**config.mk**
```make
export PLATFORM = sky130hd
export DESIGN_NAME = rgb_blend_mode_alpha_mix
export DESIGN_NICKNAME = d
export VERILOG_FILES = /design/src/sv/rbm_pkg.sv /design/src/sv/rbm_blend.sv /design/src/sv/rbm_mix.sv /design/src/sv/rgb_blend_mode_alpha_mix.sv
export SDC_FILE = /design/constraint.sdc
export NUM_CORES = 2
export LEC_CHECK = 0
export ABC_CLOCK_PERIOD_IN_PS = 6200
export BUFFER_PORTS_ARGS = -buffer_cell sky130_fd_sc_hd__buf_2
export CAP_MARGIN = 30
export CORE_MARGIN = 3
export CORE_UTILIZATION = 60
export CTS_BUF_LIST = sky130_fd_sc_hd__clkbuf_4
export DETAILED_ROUTE_END_ITERATION = 10
export GPL_TIMING_DRIVEN = 0
export PLACE_DENSITY = 0.84
export SYNTH_ARGS = -nofsm -noshare
export SYNTH_HDL_FRONTEND = slang
export SYNTH_SLANG_ARGS = --single-unit
```
**constraint.sdc**
```tcl
create_clock -name clk -period 6.2 [get_ports clk]
set_input_delay 0.93 -clock clk [delete_from_list [all_inputs] [get_ports clk]]
set_output_delay 0.93 -clock clk [all_outputs]
set_load 0.03 [all_outputs]
```
**src/sv/rbm_pkg.sv**
```systemverilog
// rbm_pkg: types and constants shared by the blend/mix pipeline.
// No dependencies; imported by rbm_blend, rbm_mix and rgb_blend_mode_alpha_mix.
`timescale 1ns / 1ps

package rbm_pkg;

  localparam int CHAN_W     = 8;
  localparam int PCT_W      = 7;
  localparam int PROD_W     = 2 * CHAN_W;
  // a*c + (100-a)*b never exceeds 25500
  localparam int SUM_W      = 15;
  localparam int RECIP_W    = 13;
  // floor(x/100) == (x*5243) >> 19 for every x below 43690
  localparam int RECIP_SHIFT = 19;
  localparam int QPROD_W    = SUM_W + RECIP_W;
  localparam int CFG_IDX_W  = 1;
  localparam int CFG_DATA_W = 7;

  localparam logic [CHAN_W-1:0]  CHAN_MAX      = 8'd255;
  localparam logic [CHAN_W-1:0]  OVERLAY_SPLIT = 8'd128;
  localparam logic [PCT_W-1:0]   PERCENT_FULL  = 7'd100;
  localparam logic [RECIP_W-1:0] RECIP_100     = 13'd5243;
  localparam logic [SUM_W-1:0]   SUM_MAX       = 15'd25500;

  localparam logic [CFG_IDX_W-1:0] REG_BLEND_MODE = 1'b0;
  localparam logic [CFG_IDX_W-1:0] REG_OPACITY    = 1'b1;

  typedef enum logic [2:0] {
    MODE_NORMAL   = 3'd0,
    MODE_MULTIPLY = 3'd1,
    MODE_SCREEN   = 3'd2,
    MODE_OVERLAY  = 3'd3,
    MODE_DARKEN   = 3'd4
  } blend_mode_t;

  // how stage 2 forms the blended channel: from the stage-1 product, or by min / pass
  typedef enum logic [2:0] {
    K_PASS,
    K_MIN,
    K_PROD8,
    K_INV8,
    K_PROD7,
    K_INV7
  } ckind_t;

  typedef struct packed {
    logic [CHAN_W-1:0] fg_red;
    logic [CHAN_W-1:0] fg_green;
    logic [CHAN_W-1:0] fg_blue;
    logic [CHAN_W-1:0] bg_red;
    logic [CHAN_W-1:0] bg_green;
    logic [CHAN_W-1:0] bg_blue;
  } rbm_in_t;

  typedef struct packed {
    logic [CHAN_W-1:0] out_red;
    logic [CHAN_W-1:0] out_green;
    logic [CHAN_W-1:0] out_blue;
  } rbm_out_t;

endpackage

```
**src/sv/rbm_blend.sv**
```systemverilog
// rbm_blend: two-stage blend-mode unit for one channel (product, then select).
// Depends on rbm_pkg.
`timescale 1ns / 1ps

module rbm_blend (
  input  logic                       clk,
  input  logic [rbm_pkg::CHAN_W-1:0] f,
  input  logic [rbm_pkg::CHAN_W-1:0] b,
  input  rbm_pkg::blend_mode_t       mode,
  output logic [rbm_pkg::CHAN_W-1:0] c,
  output logic [rbm_pkg::CHAN_W-1:0] b_out
);
  import rbm_pkg::*;

  ckind_t              kind_nxt;
  logic                use_inv;
  logic [CHAN_W-1:0]   mul_a;
  logic [CHAN_W-1:0]   mul_b;
  logic [PROD_W-1:0]   prod_nxt;

  ckind_t              kind_r;
  logic [PROD_W-1:0]   prod_r;
  logic [CHAN_W-1:0]   f_r;
  logic [CHAN_W-1:0]   b1_r;

  logic [CHAN_W-1:0]   c_nxt;
  logic [CHAN_W-1:0]   c_r;
  logic [CHAN_W-1:0]   b2_r;

  // stage 1: decode mode, one 8x8 multiply
  always_comb begin
    kind_nxt = K_PASS;
    use_inv  = 1'b0;
    case (mode)
      MODE_MULTIPLY: begin
        kind_nxt = K_PROD8;
      end
      MODE_SCREEN: begin
        kind_nxt = K_INV8;
        use_inv  = 1'b1;
      end
      MODE_OVERLAY: begin
        if (f < OVERLAY_SPLIT) begin
          kind_nxt = K_PROD7;
        end else begin
          kind_nxt = K_INV7;
          use_inv  = 1'b1;
        end
      end
      MODE_DARKEN: begin
        kind_nxt = K_MIN;
      end
      default: begin
        kind_nxt = K_PASS;
      end
    endcase
    mul_a    = use_inv ? (CHAN_MAX - f) : f;
    mul_b    = use_inv ? (CHAN_MAX - b) : b;
    prod_nxt = PROD_W'(mul_a) * PROD_W'(mul_b);
  end

  always_ff @(posedge clk) begin
    kind_r <= kind_nxt;
    prod_r <= prod_nxt;
    f_r    <= f;
    b1_r   <= b;
  end

  // stage 2: shift / invert / min
  always_comb begin
    case (kind_r)
      K_MIN:   c_nxt = (f_r < b1_r) ? f_r : b1_r;
      K_PROD8: c_nxt = prod_r[PROD_W-1:CHAN_W];
      K_INV8:  c_nxt = CHAN_MAX - prod_r[PROD_W-1:CHAN_W];
      K_PROD7: c_nxt = prod_r[PROD_W-2:CHAN_W-1];
      K_INV7:  c_nxt = CHAN_MAX - prod_r[PROD_W-2:CHAN_W-1];
      default: c_nxt = f_r;
    endcase
  end

  always_ff @(posedge clk) begin
    c_r  <= c_nxt;
    b2_r <= b1_r;
  end

  assign c     = c_r;
  assign b_out = b2_r;

endmodule

```
**src/sv/rbm_mix.sv**
```systemverilog
// rbm_mix: two-stage opacity mix for one channel: weighted sum, then /100
// by reciprocal multiply. Depends on rbm_pkg.
`timescale 1ns / 1ps

module rbm_mix (
  input  logic                       clk,
  input  logic [rbm_pkg::PCT_W-1:0]  alpha,
  input  logic [rbm_pkg::CHAN_W-1:0] c,
  input  logic [rbm_pkg::CHAN_W-1:0] b,
  output logic [rbm_pkg::CHAN_W-1:0] q
);
  import rbm_pkg::*;

  logic [PCT_W-1:0]   beta;
  logic [SUM_W-1:0]   sum_nxt;
  logic [SUM_W-1:0]   sum_r;
  logic [QPROD_W-1:0] qprod;
  logic [CHAN_W-1:0]  q_nxt;
  logic [CHAN_W-1:0]  q_r;

  // stage 3: a*c + (100-a)*b, alpha already clamped to 0..100
  always_comb begin
    beta    = PERCENT_FULL - alpha;
    sum_nxt = SUM_W'(alpha) * SUM_W'(c) + SUM_W'(beta) * SUM_W'(b);
  end

  always_ff @(posedge clk) begin
    sum_r <= sum_nxt;
  end

  // stage 4: floor(sum/100)
  always_comb begin
    qprod = QPROD_W'(sum_r) * QPROD_W'(RECIP_100);
    q_nxt = qprod[RECIP_SHIFT +: CHAN_W];
  end

  always_ff @(posedge clk) begin
    q_r <= q_nxt;
  end

  assign q = q_r;

endmodule

```
**src/sv/rgb_blend_mode_alpha_mix.sv**
```systemverilog
// rgb_blend_mode_alpha_mix: top level; config registers, valid chain and
// three channel lanes of rbm_blend + rbm_mix. Depends on rbm_pkg.
//
//   channel   ports                               handshake
//   -------   ---------------------------------   ---------------------------
//   input     start, busy, in_data                beat taken when start & !busy
//   result    out_valid, out_data                 one-cycle strobe, no stall
//   config    cfg_we, cfg_index, cfg_wdata        write when cfg_we high
//
// One pixel per clock: multiply, mode select, weighted sum and reciprocal
// divide by 100, each its own register stage.
// busy never rises; the pipeline is always free to take a beat.
// Synchronous active-low reset clears the valid chain and sets blend_mode
// to normal and opacity to 100. Data registers are not reset.
`timescale 1ns / 1ps

module rgb_blend_mode_alpha_mix (
  input  logic                           clk,
  input  logic                           rst_n,
  input  logic                           start,
  output logic                           busy,
  input  rbm_pkg::rbm_in_t               in_data,
  output logic                           out_valid,
  output rbm_pkg::rbm_out_t              out_data,
  input  logic                           cfg_we,
  input  logic [rbm_pkg::CFG_IDX_W-1:0]  cfg_index,
  input  logic [rbm_pkg::CFG_DATA_W-1:0] cfg_wdata
);
  import rbm_pkg::*;

  localparam int NSTAGE = 4;

  logic [2:0]        mode_r;
  logic [PCT_W-1:0]  opacity_r;
  logic [PCT_W-1:0]  alpha;
  blend_mode_t       mode;

  logic [NSTAGE-1:0] valid_r;
  logic [NSTAGE-1:0] valid_nxt;

  logic [CHAN_W-1:0] c_red, c_green, c_blue;
  logic [CHAN_W-1:0] bd_red, bd_green, bd_blue;
  logic [CHAN_W-1:0] q_red, q_green, q_blue;

  always_ff @(posedge clk) begin
    if (!rst_n) begin
      mode_r    <= 3'(MODE_NORMAL);
      opacity_r <= PERCENT_FULL;
    end else if (cfg_we) begin
      case (cfg_index)
        REG_BLEND_MODE: mode_r    <= cfg_wdata[2:0];
        REG_OPACITY:    opacity_r <= cfg_wdata[PCT_W-1:0];
        default:        ;
      endcase
    end
  end

  assign mode  = blend_mode_t'(mode_r);
  assign alpha = (opacity_r > PERCENT_FULL) ? PERCENT_FULL : opacity_r;
  assign busy  = 1'b0;

  assign valid_nxt = {valid_r[NSTAGE-2:0], start & ~busy};

  always_ff @(posedge clk) begin
    if (!rst_n) begin
      valid_r <= '0;
    end else begin
      valid_r <= valid_nxt;
    end
  end

  rbm_blend u_blend_red (
    .clk(clk), .f(in_data.fg_red), .b(in_data.bg_red), .mode(mode),
    .c(c_red), .b_out(bd_red)
  );
  rbm_blend u_blend_green (
    .clk(clk), .f(in_data.fg_green), .b(in_data.bg_green), .mode(mode),
    .c(c_green), .b_out(bd_green)
  );
  rbm_blend u_blend_blue (
    .clk(clk), .f(in_data.fg_blue), .b(in_data.bg_blue), .mode(mode),
    .c(c_blue), .b_out(bd_blue)
  );

  rbm_mix u_mix_red (
    .clk(clk), .alpha(alpha), .c(c_red), .b(bd_red), .q(q_red)
  );
  rbm_mix u_mix_green (
    .clk(clk), .alpha(alpha), .c(c_green), .b(bd_green), .q(q_green)
  );
  rbm_mix u_mix_blue (
    .clk(clk), .alpha(alpha), .c(c_blue), .b(bd_blue), .q(q_blue)
  );

  assign out_valid          = valid_r[NSTAGE-1];
  assign out_data.out_red   = q_red;
  assign out_data.out_green = q_green;
  assign out_data.out_blue  = q_blue;

`ifndef NO_ASSERTIONS
  a_accept_enters: assert property (@(posedge clk) disable iff (!rst_n)
    start |=> valid_r[0])
    else $error("accepted beat did not enter stage 1");

  a_chain_moves: assert property (@(posedge clk) disable iff (!rst_n)
    valid_r[0] |=> valid_r[1])
    else $error("valid lost between stage 1 and 2");

  a_out_follows: assert property (@(posedge clk) disable iff (!rst_n)
    valid_r[NSTAGE-2] |=> out_valid)
    else $error("valid lost before the result strobe");

  a_no_phantom: assert property (@(posedge clk) disable iff (!rst_n)
    !valid_r[NSTAGE-2] |=> !out_valid)
    else $error("result strobe without a beat behind it");
`endif

endmodule

```
# ---- Word level (Yosys, flattened, before mapping)
# Index checks and enable logic that the tools add are counted.
dict set report totals {
  wordCells 109
  register_bits 236
  output_inout_bits 26
  in_bits 60
}
dict set report classes {
  addsub 16
  eq_ne 19
  n_mux 25
  order_cmp 7
  bitwise_logic 1
  n_reduce_logical 2
  mul 12
}
# operator count
set ops {}
lappend ops {{$pmux W8 S5} 3}
lappend ops {{$sub A8 B8 Y8 const A} 12}
lappend ops {{$mul A7 B8 Y15} 6}
lappend ops {{$mul A15 B13 Y27 const B} 3}
lappend ops {{$mux W8} 9}
lappend ops {{$mul A8 B8 Y16} 3}
lappend ops {{$add A15 B15 Y15} 3}
lappend ops {{$pmux W3 S4} 3}
lappend ops {{$eq A3 B2 Y1 const B} 8}
lappend ops {{$lt A8 B8 Y1} 3}
lappend ops {{$lt A8 B8 Y1 const B} 3}
lappend ops {{$eq A3 B3 Y1 const B} 7}
lappend ops {{$eq A3 B1 Y1 const B} 4}
lappend ops {{$gt A7 B7 Y1 const B} 1}
lappend ops {{$mux W7} 1}
lappend ops {{$sub A7 B7 Y7 const A} 1}
lappend ops {{$mux W1} 6}
lappend ops {{$pmux W1 S2} 3}
lappend ops {{$reduce_and A2 Y1} 2}
lappend ops {{$not A1 Y1} 1}

# ---- Longest topological paths before layout
dict set report depth {
  ltp_word 5
  depth_mapped 31
  ltp_nobuf 28
}

# ---- Hierarchy
# A second synthesis with hierarchy kept.
dict set report hier_totals {
  cells_unflattened 3981
  hier_area_um2 36212.2
}
# module instances area_each_um2 seq_area_each_um2 cells_each
set modules_own_cells {}
lappend modules_own_cells {rbm_blend 3 4068.9 880.8 493}
lappend modules_own_cells {{rbm_mix (u_mix_red)} 1 7875.1 460.4 825}
lappend modules_own_cells {{rbm_mix (u_mix_blue)} 1 7796.2 460.4 801}
lappend modules_own_cells {{rbm_mix (u_mix_green)} 1 7772.5 460.4 813}
lappend modules_own_cells {rgb_blend_mode_alpha_mix 1 561.8 280.3 63}

# ---- Worst setup path after synthesis
# Ideal clock, no wire load.
dict set report synth_path {
  kind {reg-to-reg}
  from {reg opacity_r[0]}
  to {reg u_mix_red.sum_r[14]}
  setup_ps 72
  setup_slack_ps -711
  required_ps 6128
  n_path_buf 3
  arrival_ps 6839
  period_less_slack_ps 6911
  stages_incl_launch_ff 29
  cell_sequence {dfxtp_1 o21ai_0 a21oi_1 nor2b_1 clkbuf_1 clkbuf_1 inv_1 ha_1 inv_1 a21oi_1 xnor2_1 clkbuf_1 nand2_1 fa_1 fa_1 fa_1 fa_1 fa_1 fa_1 inv_1 ha_1 a21o_1 a21oi_1 a21boi_0 a31oi_1 a21oi_1 a21o_1 a21oi_1 xnor2_1}
}
dict set report synth_between {
  elab_chain_len 5
  elab_cells_between_ends 6
  cone_classes {add/sub: 2; mul: 2; order compare: 1; mux: 1}
}
# element line
set synth_rtl {}
lappend synth_rtl {{start: declaration} rgb_blend_mode_alpha_mix.sv:34} ;# logic [PCT_W-1:0] opacity_r;
lappend synth_rtl {{start signal: assignment} rgb_blend_mode_alpha_mix.sv:52} ;# REG_OPACITY: opacity_r <= cfg_wdata[PCT_W-1:0];
lappend synth_rtl {{$gt A7 B7 Y1} rgb_blend_mode_alpha_mix.sv:59} ;# assign alpha = (opacity_r > PERCENT_FULL) ? PERCENT_FULL : opacity_r;
lappend synth_rtl {{$mux W7 *} rgb_blend_mode_alpha_mix.sv:59}
lappend synth_rtl {{$sub A7 B7 Y7} rbm_mix.sv:23} ;# beta = PERCENT_FULL - alpha;
lappend synth_rtl {{$mul A7 B8 Y15} rbm_mix.sv:24} ;# sum_nxt = SUM_W'(alpha) * SUM_W'(c) + SUM_W'(beta) * SUM_W'(b);
lappend synth_rtl {{$add A15 B15 Y15 *} rbm_mix.sv:24}
lappend synth_rtl {{net u_mix_red.sum_nxt[14]} rbm_mix.sv:15} ;# logic [SUM_W-1:0] sum_nxt;
lappend synth_rtl {{end signal: assignment} rbm_mix.sv:28} ;# sum_r <= sum_nxt;
lappend synth_rtl {{end: declaration} rbm_mix.sv:16} ;# logic [SUM_W-1:0] sum_r;
# Mark *: on every way through the listed nets, which the timed path passes. The rest lies on a longest branch.
# A chain may end at the register's enable or synchronous reset.

# ---- Worst setup path in the final report
dict set report layout_path {
  from {reg opacity_r[1]}
  to {reg u_mix_green.sum_r[14]}
}
dict set report layout_between {
  elab_chain_len 5
  elab_cells_between_ends 6
  cone_classes {add/sub: 2; mul: 2; order compare: 1; mux: 1}
}
# element line
set layout_rtl {}
lappend layout_rtl {{$gt A7 B7 Y1} rgb_blend_mode_alpha_mix.sv:59}
lappend layout_rtl {{$mux W7 *} rgb_blend_mode_alpha_mix.sv:59}
lappend layout_rtl {{$sub A7 B7 Y7} rbm_mix.sv:23}
lappend layout_rtl {{$mul A7 B8 Y15} rbm_mix.sv:24}
lappend layout_rtl {{$add A15 B15 Y15 *} rbm_mix.sv:24}
lappend layout_rtl {{net u_mix_green.sum_nxt[14]} rbm_mix.sv:15}
lappend layout_rtl {{end signal: assignment} rbm_mix.sv:28}
lappend layout_rtl {{end: declaration} rbm_mix.sv:16}
# Marked as above.

==> flow_metrics.env <==
export IMPL_hp_class="in -> reg"
export IMPL_top_usage_layer="met2"
export IMPL_drive_gt1_share_pct=8.65
export IMPL_grt_max_degree=19
export IMPL_clkSinkCount=211
export IMPL_max_stage_delay_ns=0.56
export IMPL_max_slew_margin_rel_pct=41.2
export IMPL_route_detailed_drc=0
export IMPL_seq_area_sq_um=4240
export IMPL_vias_per_cell=5.69
export IMPL_min_from="in_data[10]"
export IMPL_cts_made_buffers=54
export IMPL_start_util_pct=60.9
export IMPL_clock_latency_ns=0.83
export IMPL_critPathLaunchType="register"
export IMPL_setup_slack_ns=-0.202
export IMPL_syn_to_final_growth_pct=9.08
export IMPL_cp_end_kind="register"
export IMPL_clock_root_buffer="clkbuf_4"
export IMPL_htreeDepth=2
export IMPL_timing_rr_start="opacity_r[1]"
export IMPL_io_pins=86
export IMPL_path_common_cell="fa_1"
export IMPL_slew_violations=0
export IMPL_coreArea_sq_um=58000
export IMPL_track_usage_pct=28.1
export IMPL_r2r_end="u_mix_green.sum_r[14]"
export IMPL_grt_util_met1_pct=34.2
export IMPL_cts_tree="yes"
export IMPL_use_met2_pct=49.4
export IMPL_status="complete, but fails checks"
export IMPL_pre_cts_ws_ns=-1.45
export IMPL_synth_area_sq_um=35300
export IMPL_synthArstFlopShare_pct=0
export IMPL_avgSynthCellArea_sq_um=9.05
export IMPL_synthFlopType="dfxtp_1"
export IMPL_max_freq_mhz=156
export IMPL_required_ns=6.87
export IMPL_hold_viol_final=0
export IMPL_gp_congestion=0.957
export IMPL_cts_hold_buf=0
export IMPL_drtIter0Drc=2112
export IMPL_violations="negative setup slack"
export IMPL_worst_path_max_delay_cell="fa_1"
export IMPL_worstHoldEndpoint="u_blend_green.b1_r[2]"
export IMPL_fin_worst_skew_ns=0.0789
export IMPL_multiInputGateArea_sq_um=27900
export IMPL_rows=88
export IMPL_synth_distinct_cells=65
export IMPL_grt_pass1_wl_um=143000
export IMPL_rr_worst_depth=30
export IMPL_worstSetupStartpoint="opacity_r[1]"
export IMPL_setup_worst_path_class="reg -> reg"
export IMPL_die_area_sq_um=61900
export IMPL_cts_buffer_depth=3
export IMPL_vias=27800
export IMPL_antenna_found_initial=4
export IMPL_syn_nets=5104
export IMPL_drtPass1Iterations=6
export IMPL_postLayoutCoreUtil_pct=66.4
export IMPL_first_global_vias=29300
export IMPL_critPathMaxFanout=4
export IMPL_wl_per_cell_um=18.1
export IMPL_r2r_setup_slack_ns=-0.20
export IMPL_cp_arrival_ns=7.07
export IMPL_tightest_slew_ns=0.882
export IMPL_ant_nets=0
export IMPL_ys_warn_count=0
export IMPL_max_cap_violations=0
export IMPL_fin_crit_ns=6.40
export IMPL_yosysSeqAreaShare_pct=12.0
export IMPL_clkTransAtPathRegs_ns=0.07
export IMPL_routed_wl_um=88500
export IMPL_hpwl_um=69000
export IMPL_setup_viol=11
export IMPL_rsz0062_at_grt="true"
export IMPL_fillers=4290
export IMPL_post_route_cell_area_sq_um=38600
export IMPL_overflow=0
export IMPL_port_buffers=84
export IMPL_ys_ff_latch=211
export IMPL_holdPathStages=1
export IMPL_period_share_pct=103
export IMPL_synth_edff_count=0
export IMPL_placed_area_sq_um=36800
export IMPL_use_met3_pct=4.25
export IMPL_fin_nets=5289
export IMPL_die_h_um=249
export IMPL_fp_dieW_um=249
export IMPL_synth_cells=3903
[kinds of logic (layout without fill, tap and decap cells)]
group,count (synthesis),after routing,synth area share [%]
fa+ha+maj,1141,1141,52.1
buf+inv,1008,1232,10.7
simple gates,871,871,12.4
compound gates,554,554,9.92
flops,211,211,12.0
xor+xnor,110,110,2.73
mux,7,7,0.205
other cells,1,5,0.0106
[repair_timing]
action | CTS | global route
resized for setup | 86 | 91
pin swaps | 32 | 40
buffers inserted | 33 | 16
setup endpoints to repair | 52 | 27
[per-stage QoR]
stage	std cells	setup TNS [ns]	hold slack, ns
2_1_floorplan	3903	-0.0186	0.346
3_3_place_gp	4752	-30.70	0.364
3_5_place_dp	4752	-35.70	0.363
4_1_cts	4877	-0.340	0.257
5_1_grt	4895	-3.45	0.240
6_report	4896	-1.22	0.284
[how the worst max path moves through the flow]
stage                             to  slack, ns
2_1_floorplan    u_mix_red.sum_r[14]      -0.02
3_3_place_gp     u_mix_red.sum_r[14]      -1.30
3_5_place_dp    u_mix_blue.sum_r[13]      -1.45
4_1_cts          u_mix_red.sum_r[14]      -0.11
5_1_grt        u_mix_green.sum_r[14]      -0.38
6_report       u_mix_green.sum_r[14]      -0.20
[layout by cell type, fill, tap and decap left out, drive strengths merged, types with 5 or more instances in the layout]
cell / instances
inv: 885
ha: 592
fa: 549
nand2: 252
and2: 227
dfxtp: 211
clkbuf: 175
a21oi: 170
o21ai: 150
buf: 147
nor2: 123
xnor2: 82
nor3: 63
nand3: 59
a21o: 46
nor2b: 39
o21a: 38
xor2: 28
and3: 26
o2bb2ai: 24
o221ai: 24
a2bb2oi: 24
or3: 24
clkinv: 24
nand2b: 19
o21bai: 14
nand4: 13
or2: 12
a31oi: 9
o41ai: 9
a211oi: 8
a21boi: 8
mux2i: 5
[cell usage after synthesis, drive strengths merged, types with 3 or more instances]
master,number,share of area (%)
nor4,3,0.053
nand4,13,0.23
and3,26,0.46
or2,12,0.21
ha,592,21
nand2b,19,0.34
o21ba,3,0.085
nand3b,3,0.064
a31oi,9,0.16
o221ai,24,0.59
nor3,63,0.89
and2,227,4.0
a211oi,8,0.17
a21oi,170,2.4
a21boi,8,0.17
o21ai,150,2.1
buf,7,0.089
mux2i,5,0.14
o41ai,9,0.28
nand3,59,0.84
dfxtp,211,12
a2bb2oi,24,0.59
or3,24,0.44
o21a,38,0.81
nor2b,39,0.69
o21bai,14,0.30
a21o,46,0.98
inv,885,9.4
xnor2,82,2.0
nor2,123,1.3
a211o,3,0.074
o311ai,3,0.074
clkbuf,116,1.2
o2bb2ai,24,0.59
xor2,28,0.69
nand2,252,2.7
fa,549,31
[per-layer routing]
metal  share of wire (%)  vias up
met5               0.034        -
met4                 5.0        4
met3                 7.2      353
met2                  50     1159
li1                    -    12800
met1                  38    13600
[state kept, by name (all words and copies together), names as in the netlist, 9 cells and up]
| name | count |
|---|---|
| u_mix_blue.sum_r | 15 |
| u_blend_red.prod_r | 9 |
| u_blend_green.prod_r | 9 |
| u_mix_green.sum_r | 15 |
| u_blend_blue.prod_r | 9 |
| u_mix_red.sum_r | 15 |
[cell type report]
class                           instances  area share (%)
Tap cell                              765            2.48
Buffer                                119            1.43
Multi-Input combinational cell       2684            72.5
Clock buffer                           70            1.36
Inverter                              885            8.65
Antenna cell                            4          0.0260
Clock inverter                         25           0.370
Timing Repair Buffer                  133            2.20
Sequential cell                       211            11.0
[worst max-delay path, delay by kind of cell (launching register included)]
| kind | cells | cell delay (ns) |
|---|---|---|
| and+or+nand+nor | 6 | 0.64 |
| DFF | 1 | 0.36 |
| AOI/OAI and AO/OA | 6 | 0.95 |
| adders and majority gates | 8 | 3.44 |
| xor gates and xnor gates | 1 | 0.14 |
| buffers and inverters | 9 | 0.76 |
Power is left out: the tool's default activity adds up to more than one toggle a clock period on the data nets, which glitch-free logic cannot reach.
